## src/sv/channel_dwell_share_tracker_assert.svh

```systemverilog
// Assertion macros shared by the modules of the channel dwell share tracker.
// Depends on nothing; the using module must have clk_i and rst_ni.
`ifndef CHANNEL_DWELL_SHARE_TRACKER_ASSERT_SVH
`define CHANNEL_DWELL_SHARE_TRACKER_ASSERT_SVH

// Same-cycle implication, checked outside reset.
`define CDST_ASSERT_NOW(label, ante, cons) \
  label: assert property (@(posedge clk_i) disable iff (!rst_ni) (ante) |-> (cons)) \
    else $error("cdst assertion failed");

// Next-cycle implication, checked outside reset.
`define CDST_ASSERT_NEXT(label, ante, cons) \
  label: assert property (@(posedge clk_i) disable iff (!rst_ni) (ante) |=> (cons)) \
    else $error("cdst assertion failed");

`endif

```

## src/sv/cdst_pkg.sv

```systemverilog
// Types, constants and the fallback share table of the channel dwell share tracker.
// Depends on nothing.
package cdst_pkg;

  localparam int unsigned CHAN_W   = 8;
  localparam int unsigned DWELL_W  = 32;
  localparam int unsigned WINDOW_W = 33;
  localparam int unsigned SHARE_W  = 10;
  localparam int unsigned CFG_W    = 4;
  localparam int unsigned PROD_W   = 42;   // dwell (32 bits) times 1000 (10 bits)
  localparam int unsigned DIV_W    = PROD_W;
  localparam int unsigned CNT_W    = $clog2(DIV_W + 1);

  localparam logic [WINDOW_W-1:0] DECAY_LIMIT = WINDOW_W'(10_000_000);
  localparam logic [SHARE_W-1:0]  PERMIL      = SHARE_W'(1000);

  localparam logic CMD_ACCOUNT = 1'b0;
  localparam logic CMD_QUERY   = 1'b1;

  typedef struct packed {
    logic                cmd;
    logic [CHAN_W-1:0]   channel;
    logic [DWELL_W-1:0]  duration_us;
  } in_item_t;

  typedef struct packed {
    logic [SHARE_W-1:0] share_permil;
    logic [CHAN_W-1:0]  queried_channel;
  } result_t;

  // Commands from the controller to the datapath.
  typedef struct packed {
    logic latch;      // capture the accepted item
    logic rd_walk;    // read address from the decay walk index
    logic acc_wr;     // add duration to channel and window
    logic win_decay;  // scale the window by 7/8
    logic walk_clr;   // restart the decay walk
    logic dec_wr;     // write back a decayed channel, advance walk
    logic mul_ld;     // load dwell*1000 into the divider
    logic div_step;   // one restoring division step
    logic out_fire;   // register the result and strobe it
  } dp_cmd_t;

  // Status from the datapath to the controller.
  typedef struct packed {
    logic is_query;
    logic in_range;
    logic fallback;
    logic over_limit;
    logic walk_last;
    logic div_last;
  } dp_status_t;

  // floor(1000 / n), with n = 0 meaning the default plan of 14 channels.
  function automatic logic [SHARE_W-1:0] fallback_share(input logic [CFG_W-1:0] n);
    logic [SHARE_W-1:0] r;
    case (n)
      4'd0:    r = 10'd71;
      4'd1:    r = 10'd1000;
      4'd2:    r = 10'd500;
      4'd3:    r = 10'd333;
      4'd4:    r = 10'd250;
      4'd5:    r = 10'd200;
      4'd6:    r = 10'd166;
      4'd7:    r = 10'd142;
      4'd8:    r = 10'd125;
      4'd9:    r = 10'd111;
      4'd10:   r = 10'd100;
      4'd11:   r = 10'd90;
      4'd12:   r = 10'd83;
      4'd13:   r = 10'd76;
      4'd14:   r = 10'd71;
      default: r = 10'd66;
    endcase
    return r;
  endfunction

endpackage

```

## src/sv/channel_dwell_share_tracker.sv

```systemverilog
// Top level of the channel dwell share tracker: controller plus datapath.
// Depends on cdst_pkg, cdst_ctrl and cdst_dp (which holds cdst_ram).
//
//   Channel   Signals                      Direction  Transfer
//   item      start, busy, item_i          in         start high while busy low
//   result    res_strobe_o, result_o       out        one cycle, strobe high
//   config    cfg_we_i, cfg_wdata_i        in         every cycle with cfg_we_i high
//
// A query raises the result strobe after its transfer: the dwell RAM is read, dwell
// times 1000 is formed, 42 steps of the restoring divider run and the result is
// registered; a fallback share goes from the read straight to the result register.
// An account item keeps busy high through the read, the accumulate write (skipped
// when the channel is out of range) and the window check, and further while the
// decay walks the dwell RAM when the window passes ten seconds, one read and one
// write-back per channel. Reset is asynchronous and clears the window, the
// configuration and the per-channel valid bits, so every dwell counter reads as
// zero until first written. Results are never held back.
module channel_dwell_share_tracker #(
  parameter int unsigned CHANNEL_MAX = 14
) (
  input  logic                        clk_i,
  input  logic                        rst_ni,
  input  logic                        start,
  output logic                        busy,
  input  cdst_pkg::in_item_t          item_i,
  input  logic                        cfg_we_i,
  input  logic [cdst_pkg::CFG_W-1:0]  cfg_wdata_i,
  output logic                        res_strobe_o,
  output cdst_pkg::result_t           result_o
);

  // The controller sequences each item; the datapath reports the item kind,
  // the range check, the window limit and the progress of the walk and divider.
  cdst_pkg::dp_cmd_t    dp_cmd;
  cdst_pkg::dp_status_t dp_status;

  cdst_ctrl u_ctrl (
    .clk_i    (clk_i),
    .rst_ni   (rst_ni),
    .start_i  (start),
    .busy_o   (busy),
    .status_i (dp_status),
    .cmd_o    (dp_cmd)
  );

  // The datapath owns all storage, including the plan channel count, which is to be written by the user
  // only while no item is in progress; the block itself does not enforce this.
  cdst_dp #(
    .CHANNEL_MAX (CHANNEL_MAX)
  ) u_dp (
    .clk_i       (clk_i),
    .rst_ni      (rst_ni),
    .item_i      (item_i),
    .cfg_we_i    (cfg_we_i),
    .cfg_wdata_i (cfg_wdata_i),
    .cmd_i       (dp_cmd),
    .status_o    (dp_status),
    .strobe_o    (res_strobe_o),
    .result_o    (result_o)
  );

endmodule

```

## src/sv/cdst_ram.sv

```systemverilog
// Generic single-write, single-read RAM with registered read data.
// Depends on nothing.
module cdst_ram #(
  parameter int unsigned WIDTH = 32,
  parameter int unsigned DEPTH = 15
) (
  input  logic                     clk_i,
  input  logic                     we_i,
  input  logic [$clog2(DEPTH)-1:0] waddr_i,
  input  logic [WIDTH-1:0]         wdata_i,
  input  logic [$clog2(DEPTH)-1:0] raddr_i,
  output logic [WIDTH-1:0]         rdata_o
);

  logic [WIDTH-1:0] mem_q [DEPTH];
  logic [WIDTH-1:0] rdata_q;

  always_ff @(posedge clk_i) begin
    if (we_i) begin
      mem_q[waddr_i] <= wdata_i;
    end
    rdata_q <= mem_q[raddr_i];
  end

  assign rdata_o = rdata_q;

endmodule

```

## src/sv/cdst_ctrl.sv

```systemverilog
// Controller state machine of the channel dwell share tracker.
// Depends on cdst_pkg and channel_dwell_share_tracker_assert.svh.
`include "channel_dwell_share_tracker_assert.svh"

module cdst_ctrl (
  input  logic                clk_i,
  input  logic                rst_ni,
  input  logic                start_i,
  output logic                busy_o,
  input  cdst_pkg::dp_status_t status_i,
  output cdst_pkg::dp_cmd_t    cmd_o
);

  localparam logic [3:0] S_IDLE   = 4'd0;
  localparam logic [3:0] S_READ   = 4'd1;
  localparam logic [3:0] S_ACC_WR = 4'd2;
  localparam logic [3:0] S_CHECK  = 4'd3;
  localparam logic [3:0] S_DEC_RD = 4'd4;
  localparam logic [3:0] S_DEC_WR = 4'd5;
  localparam logic [3:0] S_Q_MUL  = 4'd6;
  localparam logic [3:0] S_Q_DIV  = 4'd7;
  localparam logic [3:0] S_Q_OUT  = 4'd8;

  logic [3:0] state_q, state_d;

  always_ff @(posedge clk_i or negedge rst_ni) begin
    if (!rst_ni) begin
      state_q <= S_IDLE;
    end else begin
      state_q <= state_d;
    end
  end

  always_comb begin
    state_d = state_q;
    cmd_o   = '0;
    case (state_q)
      S_IDLE: begin
        if (start_i) begin
          cmd_o.latch = 1'b1;
          state_d     = S_READ;
        end
      end
      S_READ: begin
        // The channel entry is read here whatever the item; branch on its kind.
        if (status_i.is_query) begin
          state_d = status_i.fallback ? S_Q_OUT : S_Q_MUL;
        end else begin
          state_d = status_i.in_range ? S_ACC_WR : S_CHECK;
        end
      end
      S_ACC_WR: begin
        cmd_o.acc_wr = 1'b1;
        state_d      = S_CHECK;
      end
      S_CHECK: begin
        if (status_i.over_limit) begin
          cmd_o.win_decay = 1'b1;
          cmd_o.walk_clr  = 1'b1;
          state_d         = S_DEC_RD;
        end else begin
          state_d = S_IDLE;
        end
      end
      S_DEC_RD: begin
        cmd_o.rd_walk = 1'b1;
        state_d       = S_DEC_WR;
      end
      S_DEC_WR: begin
        cmd_o.dec_wr = 1'b1;
        state_d      = status_i.walk_last ? S_IDLE : S_DEC_RD;
      end
      S_Q_MUL: begin
        cmd_o.mul_ld = 1'b1;
        state_d      = S_Q_DIV;
      end
      S_Q_DIV: begin
        cmd_o.div_step = 1'b1;
        if (status_i.div_last) begin
          state_d = S_Q_OUT;
        end
      end
      S_Q_OUT: begin
        cmd_o.out_fire = 1'b1;
        state_d        = S_IDLE;
      end
      default: begin
        state_d = S_IDLE;
      end
    endcase
  end

  assign busy_o = (state_q != S_IDLE);

  `CDST_ASSERT_NEXT(a_accept_busy, start_i && !busy_o, busy_o)
  `CDST_ASSERT_NEXT(a_div_then_out, cmd_o.div_step && status_i.div_last, state_q == S_Q_OUT)
  `CDST_ASSERT_NOW(a_idle_no_write, !busy_o, !(cmd_o.acc_wr || cmd_o.dec_wr))

endmodule

```

## src/sv/cdst_dp.sv

```systemverilog
// Datapath of the channel dwell share tracker: item register, dwell RAM with
// valid bits, window counter, 7/8 decay, product and restoring divider, result.
// Depends on cdst_pkg, cdst_ram and channel_dwell_share_tracker_assert.svh.
`include "channel_dwell_share_tracker_assert.svh"

module cdst_dp #(
  parameter int unsigned CHANNEL_MAX = 14
) (
  input  logic                              clk_i,
  input  logic                              rst_ni,
  input  cdst_pkg::in_item_t                item_i,
  input  logic                              cfg_we_i,
  input  logic [cdst_pkg::CFG_W-1:0]        cfg_wdata_i,
  input  cdst_pkg::dp_cmd_t                 cmd_i,
  output cdst_pkg::dp_status_t              status_o,
  output logic                              strobe_o,
  output cdst_pkg::result_t                 result_o
);

  localparam int unsigned DEPTH = CHANNEL_MAX + 1;
  localparam int unsigned IDX_W = $clog2(DEPTH);
  localparam logic [IDX_W-1:0] LAST_IDX = IDX_W'(CHANNEL_MAX);
  localparam logic [cdst_pkg::CHAN_W-1:0] MAX_CH = cdst_pkg::CHAN_W'(CHANNEL_MAX);
  localparam int unsigned DW = cdst_pkg::DWELL_W;
  localparam int unsigned WW = cdst_pkg::WINDOW_W;

  cdst_pkg::in_item_t item_q;
  logic [cdst_pkg::CFG_W-1:0] plan_q;
  logic [WW-1:0]        window_q;
  logic [DEPTH-1:0]     valid_q;
  logic                 rd_valid_q;
  logic [IDX_W-1:0]     walk_q;
  logic [cdst_pkg::PROD_W-1:0] quo_q;
  logic [WW-1:0]        rem_q;
  logic [cdst_pkg::CNT_W-1:0] cnt_q;
  logic                 strobe_q;
  logic [cdst_pkg::SHARE_W-1:0] share_q;
  logic [cdst_pkg::CHAN_W-1:0]  ch_q;

  logic [IDX_W-1:0] ch_idx, raddr, waddr;
  logic [DW-1:0]    rdata, dwell, acc_sum, dwell_dec, wdata;
  logic [DW+2:0]    dwell_x7;
  logic [WW+2:0]    win_x7;
  logic             we;
  logic             in_range;
  logic [WW+1:0]    trial;
  logic [cdst_pkg::SHARE_W-1:0] share_d;

  assign ch_idx   = item_q.channel[IDX_W-1:0];
  assign in_range = (item_q.channel <= MAX_CH);
  assign raddr    = cmd_i.rd_walk ? walk_q : ch_idx;

  // An entry never written since reset reads as zero.
  assign dwell = rd_valid_q ? rdata : '0;

  assign acc_sum   = dwell + item_q.duration_us;
  assign dwell_x7  = {dwell, 3'b000} - {3'b000, dwell};
  assign dwell_dec = dwell_x7[DW+2:3];
  assign win_x7    = {window_q, 3'b000} - {3'b000, window_q};

  assign we    = cmd_i.acc_wr || cmd_i.dec_wr;
  assign waddr = cmd_i.dec_wr ? walk_q : ch_idx;
  assign wdata = cmd_i.dec_wr ? dwell_dec : acc_sum;

  cdst_ram #(
    .WIDTH (DW),
    .DEPTH (DEPTH)
  ) u_dwell_ram (
    .clk_i   (clk_i),
    .we_i    (we),
    .waddr_i (waddr),
    .wdata_i (wdata),
    .raddr_i (raddr),
    .rdata_o (rdata)
  );

  always_ff @(posedge clk_i) begin
    if (cmd_i.latch) begin
      item_q <= item_i;
    end
  end

  always_ff @(posedge clk_i or negedge rst_ni) begin
    if (!rst_ni) begin
      plan_q     <= '0;
      window_q   <= '0;
      valid_q    <= '0;
      rd_valid_q <= 1'b0;
      walk_q     <= '0;
      cnt_q      <= '0;
      strobe_q   <= 1'b0;
    end else begin
      if (cfg_we_i) begin
        plan_q <= cfg_wdata_i;
      end
      rd_valid_q <= valid_q[raddr];
      if (we) begin
        valid_q[waddr] <= 1'b1;
      end
      if (cmd_i.acc_wr) begin
        window_q <= window_q + {1'b0, item_q.duration_us};
      end else if (cmd_i.win_decay) begin
        window_q <= win_x7[WW+2:3];
      end
      if (cmd_i.walk_clr) begin
        walk_q <= '0;
      end else if (cmd_i.dec_wr) begin
        walk_q <= walk_q + IDX_W'(1);
      end
      if (cmd_i.mul_ld) begin
        cnt_q <= cdst_pkg::CNT_W'(cdst_pkg::DIV_W);
      end else if (cmd_i.div_step) begin
        cnt_q <= cnt_q - cdst_pkg::CNT_W'(1);
      end
      strobe_q <= cmd_i.out_fire;
    end
  end

  // Restoring division, one quotient bit per step; the dividend shifts out
  // of the top of quo_q while quotient bits enter at the bottom.
  assign trial = {1'b0, rem_q, quo_q[cdst_pkg::PROD_W-1]} - {2'b00, window_q};

  always_ff @(posedge clk_i) begin
    if (cmd_i.mul_ld) begin
      quo_q <= cdst_pkg::PROD_W'(dwell) * cdst_pkg::PROD_W'(cdst_pkg::PERMIL);
      rem_q <= '0;
    end else if (cmd_i.div_step) begin
      if (!trial[WW+1]) begin
        rem_q <= trial[WW-1:0];
        quo_q <= {quo_q[cdst_pkg::PROD_W-2:0], 1'b1};
      end else begin
        rem_q <= {rem_q[WW-2:0], quo_q[cdst_pkg::PROD_W-1]};
        quo_q <= {quo_q[cdst_pkg::PROD_W-2:0], 1'b0};
      end
    end
  end

  always_comb begin
    if (status_o.fallback) begin
      share_d = cdst_pkg::fallback_share(plan_q);
    end else if (quo_q > cdst_pkg::PROD_W'(cdst_pkg::PERMIL)) begin
      share_d = cdst_pkg::PERMIL;
    end else begin
      share_d = quo_q[cdst_pkg::SHARE_W-1:0];
    end
  end

  always_ff @(posedge clk_i) begin
    if (cmd_i.out_fire) begin
      share_q <= share_d;
      ch_q    <= item_q.channel;
    end
  end

  assign status_o.is_query   = (item_q.cmd == cdst_pkg::CMD_QUERY);
  assign status_o.in_range   = in_range;
  assign status_o.fallback   = !in_range || (window_q == '0);
  assign status_o.over_limit = (window_q > cdst_pkg::DECAY_LIMIT);
  assign status_o.walk_last  = (walk_q == LAST_IDX);
  assign status_o.div_last   = (cnt_q == cdst_pkg::CNT_W'(1));

  assign strobe_o                 = strobe_q;
  assign result_o.share_permil    = share_q;
  assign result_o.queried_channel = ch_q;

  `CDST_ASSERT_NOW(a_share_bound, strobe_q, share_q <= cdst_pkg::PERMIL)
  `CDST_ASSERT_NEXT(a_decay_shrinks, cmd_i.win_decay, window_q <= $past(window_q))
  `CDST_ASSERT_NEXT(a_div_loaded, cmd_i.mul_ld, cnt_q == cdst_pkg::CNT_W'(cdst_pkg::DIV_W))

endmodule

```

## config.mk

```make
export PLATFORM = sky130hd
export DESIGN_NAME = channel_dwell_share_tracker
export DESIGN_NICKNAME = d
export VERILOG_FILES = /design/src/sv/cdst_pkg.sv /design/src/sv/channel_dwell_share_tracker.sv /design/src/sv/cdst_ram.sv /design/src/sv/cdst_ctrl.sv /design/src/sv/cdst_dp.sv
export VERILOG_INCLUDE_DIRS = /design/src /design/src/sv
export SDC_FILE = /design/constraint.sdc
export NUM_CORES = 2
export LEC_CHECK = 0
export BUFFER_PORTS_ARGS = -buffer_cell sky130_fd_sc_hd__buf_2
export CELL_PAD_IN_SITES_DETAIL_PLACEMENT = 1
export CELL_PAD_IN_SITES_GLOBAL_PLACEMENT = 2
export CORE_AREA = 2 2 300 302
export CTS_BUF_LIST = sky130_fd_sc_hd__clkbuf_8
export CTS_CLUSTER_SIZE = 30
export DETAILED_ROUTE_END_ITERATION = 12
export DIE_AREA = 0 0 302 304
export HOLD_SLACK_MARGIN = 0.15
export PLACE_DENSITY = 0.86
export SYNTH_ARGS = -nofsm -noshare
export SYNTH_HDL_FRONTEND = slang
export SYNTH_SLANG_ARGS = --single-unit
```

## constraint.sdc

```tcl
create_clock -name clk_i -period 19.8 [get_ports clk_i]
set_input_delay 1.98 -clock clk_i [delete_from_list [all_inputs] [get_ports clk_i]]
set_output_delay 1.98 -clock clk_i [all_outputs]
set_load 0.01 [all_outputs]
```

==> results.md <==
* Final number of setup-violating endpoints at 0
* Most common library cells after synthesis: 578 x edfxtp_1, 479 x nand2_1, 231 x nor2_1
* Setup Skew at 0.0568 ns
* Clk Latency, worst-skew pair at 0.80 ns
* DR iter-0 viols at 2,105
* Avg Cell Area, Syn at 10.9 um2
* HP Class: register to register
* Initial antenna violation count at 4
* Detail Route Antenna Nets at 0
* Total number of vias at 31,100
* Ys Warns at 0
* Largest net degree at the start of global routing at 142
* CTS tree: built
* Max-slew violation count at 0
* Post-Syn Instances at 3,891
* Cts-stage hold buffer count at 0
* Clk slew on worst S/H paths at 0.07 ns
* Final min period at 6.82 ns
* Routed wire length at 123 mm
* CTS buffer count at 115
* Die area at 91,800 um2
* Area Growth Syn to Fin at 9.57%
* CP max stage delay at 0.69 ns
* Met2 wire length at 60.0 mm
* Synth cell types at 96
* First-pass detailed-route iteration total at 6
* Final WS setup at 12.98 ns
* Synth area leader: edfxtp_1
* Post-synthesis sequential area ratio at 48.2%
* Max Freq at 147 MHz
* Most used cell, CP: fa_1
* Ys async rst share at 9.52%
* Vias in the first global route at 32,747
* Max-cap check violation count at 0
* Net Count, Synth at 4,228
* Fin nets at 4,275
* Crit path capture type: register
* CP Launch Type: register
* Placed Cells at 4,997
* Global Route Usage Sum at 27.0%
* RSZ-0062 raised after global routing: false
* CTS root buffer: clkbuf_8
* Worst EP arrival at 7.29 ns
* Final period util at 34.4%
* Fin. Hold Viols at 0
* CP Data Required Time at 20.27 ns
* Critical path cell sequence: buf_4, buf_4, nand2_1, inv_1, fa_1, fa_1, fa_1, inv_1, fa_1, inv_1, ha_1, a21o_1, a21oi_1, nor2_1, or3_1, a311o_1, nand2_1, o21ai_0, xnor2_1, o21ai_0
* Routed WL per cell at 23.6 um
* PostCTS Resize Cnt at 0
* Dpl ws at 13.00 ns
* Status: complete, no violations
* Setup bufs post-CTS at 0
* Starting density of the core at 47.5%
* Syn Std Cell Area at 42,300 um2
* Setup TNS at 0 ns
* Yosys reg bits at 714
* WL met1 at 54.7 mm
* Remaining Overflow, GRT at 0
* Share of the synthesized area in the top cell type at 41.0%
* Slowest stage cell, crit path: dfrtp_4
* DP Wirelength at 84.3 mm
* Largest cells by area after synthesis: edfxtp_1 41%, ha_1 5.7%, fa_1 4.5%, nand2_1 4.2%, mux4_2 4.0%
* Ys flop type: edfxtp_1
* Slew HR at 10.7%
* Least-Margin Pin Slew at 1.34 ns
* Core area at 89,000 um2
* Fraction of layout cells with a size suffix above 1 at 11.6%
* First-pass GRT wire length at 192 mm
* I/O Pins at 69
* Dominant cell by count in the synthesized netlist: edfxtp_1
* Row count at 110
* Final RePlAce weighted congestion at 0.826
* EDFF count, synth at 578
* H-tree levels at 3
* DRC Markers at 0
* Die boundary width at 302 um
* Buffers on Ports at 68
* Top sig layer: met5
* Max FO, Critical Path at 66
* Metal3 WL at 5.41 mm
* Vias/cell at 5.96
* TritonCTS Sinks at 714
* Count of non-filler cells in the finished layout at 5,219
* Setup CP Type: register to register
* Die height at 304 um
* Max Root-Sink Buffers at 3
state kept, by name, summed over array words and instances (netlist names), 6 cells and up:
signal                    count
u_dp.u_dwell_ram.mem_q      480
u_dp.window_q                33
u_dp.valid_q                 15
u_dp.rem_q                   33
u_dp.u_dwell_ram.rdata_o     32
u_dp.quo_q                   42
u_dp.share_q                 10
u_dp.item_q                  36
u_dp.cnt_q                    6
u_dp.ch_q                     8
cell families after synthesis:
group,share of synthesized area (%)
buffers and inverters,3.84
AO/OA/AOI/OAI,15.4
flip-flops,48.2
XOR/XNOR,5.05
multiplexers,4.75
AND/OR/NAND/NOR,12.0
adder cells (fa/ha/maj),10.7
critical path, delay by kind of cell (launching register included):
kind / cells / cell delay (ns)
compound gates: 5 / 0.83
flops: 1 / 0.69
buf+inv: 5 / 1.50
xor+xnor: 1 / 0.18
fa+ha+maj: 5 / 2.36
simple gates: 4 / 0.86
worst paths after layout:
check                                            startpoint                            end  slack [ns]  depth (start not counted)
worst max-delay path              u_dp.rd_valid_q$_DFF_PN0_       u_dp.quo_q[41]$_DFFE_PP_       12.98                         20
worst min-delay path            u_dp.valid_q[0]$_DFFE_PN0N_    u_dp.valid_q[0]$_DFFE_PN0N_        0.47                          1
worst max register to register    u_dp.rd_valid_q$_DFF_PN0_       u_dp.quo_q[41]$_DFFE_PP_       12.98                         20
worst min register to register  u_dp.valid_q[0]$_DFFE_PN0N_    u_dp.valid_q[0]$_DFFE_PN0N_        0.47                          1
max in group asynchronous                            rst_ni      u_dp.rd_valid_q$_DFF_PN0_       17.58                          2
min in group asynchronous                            rst_ni  u_dp.window_q[29]$_DFFE_PN0P_        1.07                          1
area by class of cell:
| cell class | instances | area [um2] |
|---|---|---|
| clock buffers | 131 | 1800 |
| well taps | 1176 | 1470 |
| diodes | 3 | 7.51 |
| inverters | 216 | 811 |
| flip-flops and latches | 714 | 20400 |
| clock inverters | 88 | 524 |
| multi-input cells | 2758 | 20500 |
| repair buffers | 133 | 843 |
| fillers | 9598 | 42700 |
layer usage:
metal | vias up | track usage, %
met5 | - | 0
met4 | 2 | 7.94
met3 | 211 | 3.30
met2 | 727 | 45.4
met1 | 15728 | 36.7
li1 | 14432 | -
cells in the final DEF (no fill, tap or decap), types with 68 or more instances in the layout:
cell,instances
a21o_1,94
a21oi_1,222
a31oi_1,78
clkbuf_8,131
dfxtp_1,68
edfxtp_1,578
fa_1,96
ha_1,192
inv_1,244
mux4_2,76
nand2_1,479
nand3_1,119
nor2_1,215
o21ai_0,205
xnor2_1,157
xor2_1,86
per-stage QoR:
step	utilization [%]	area (um2)	hold WS, ns
3_3_place_gp	49.4	44000	0.434
5_1_grt	52.1	46400	0.483
6_report	52.1	46400	0.470
2_1_floorplan	-	42300	0.427
4_1_cts	52.1	46400	0.470
3_5_place_dp	49.4	44000	0.455
Power is left out: the tool's default activity adds up to more than one toggle a clock period on the data nets, which glitch-free logic cannot reach.
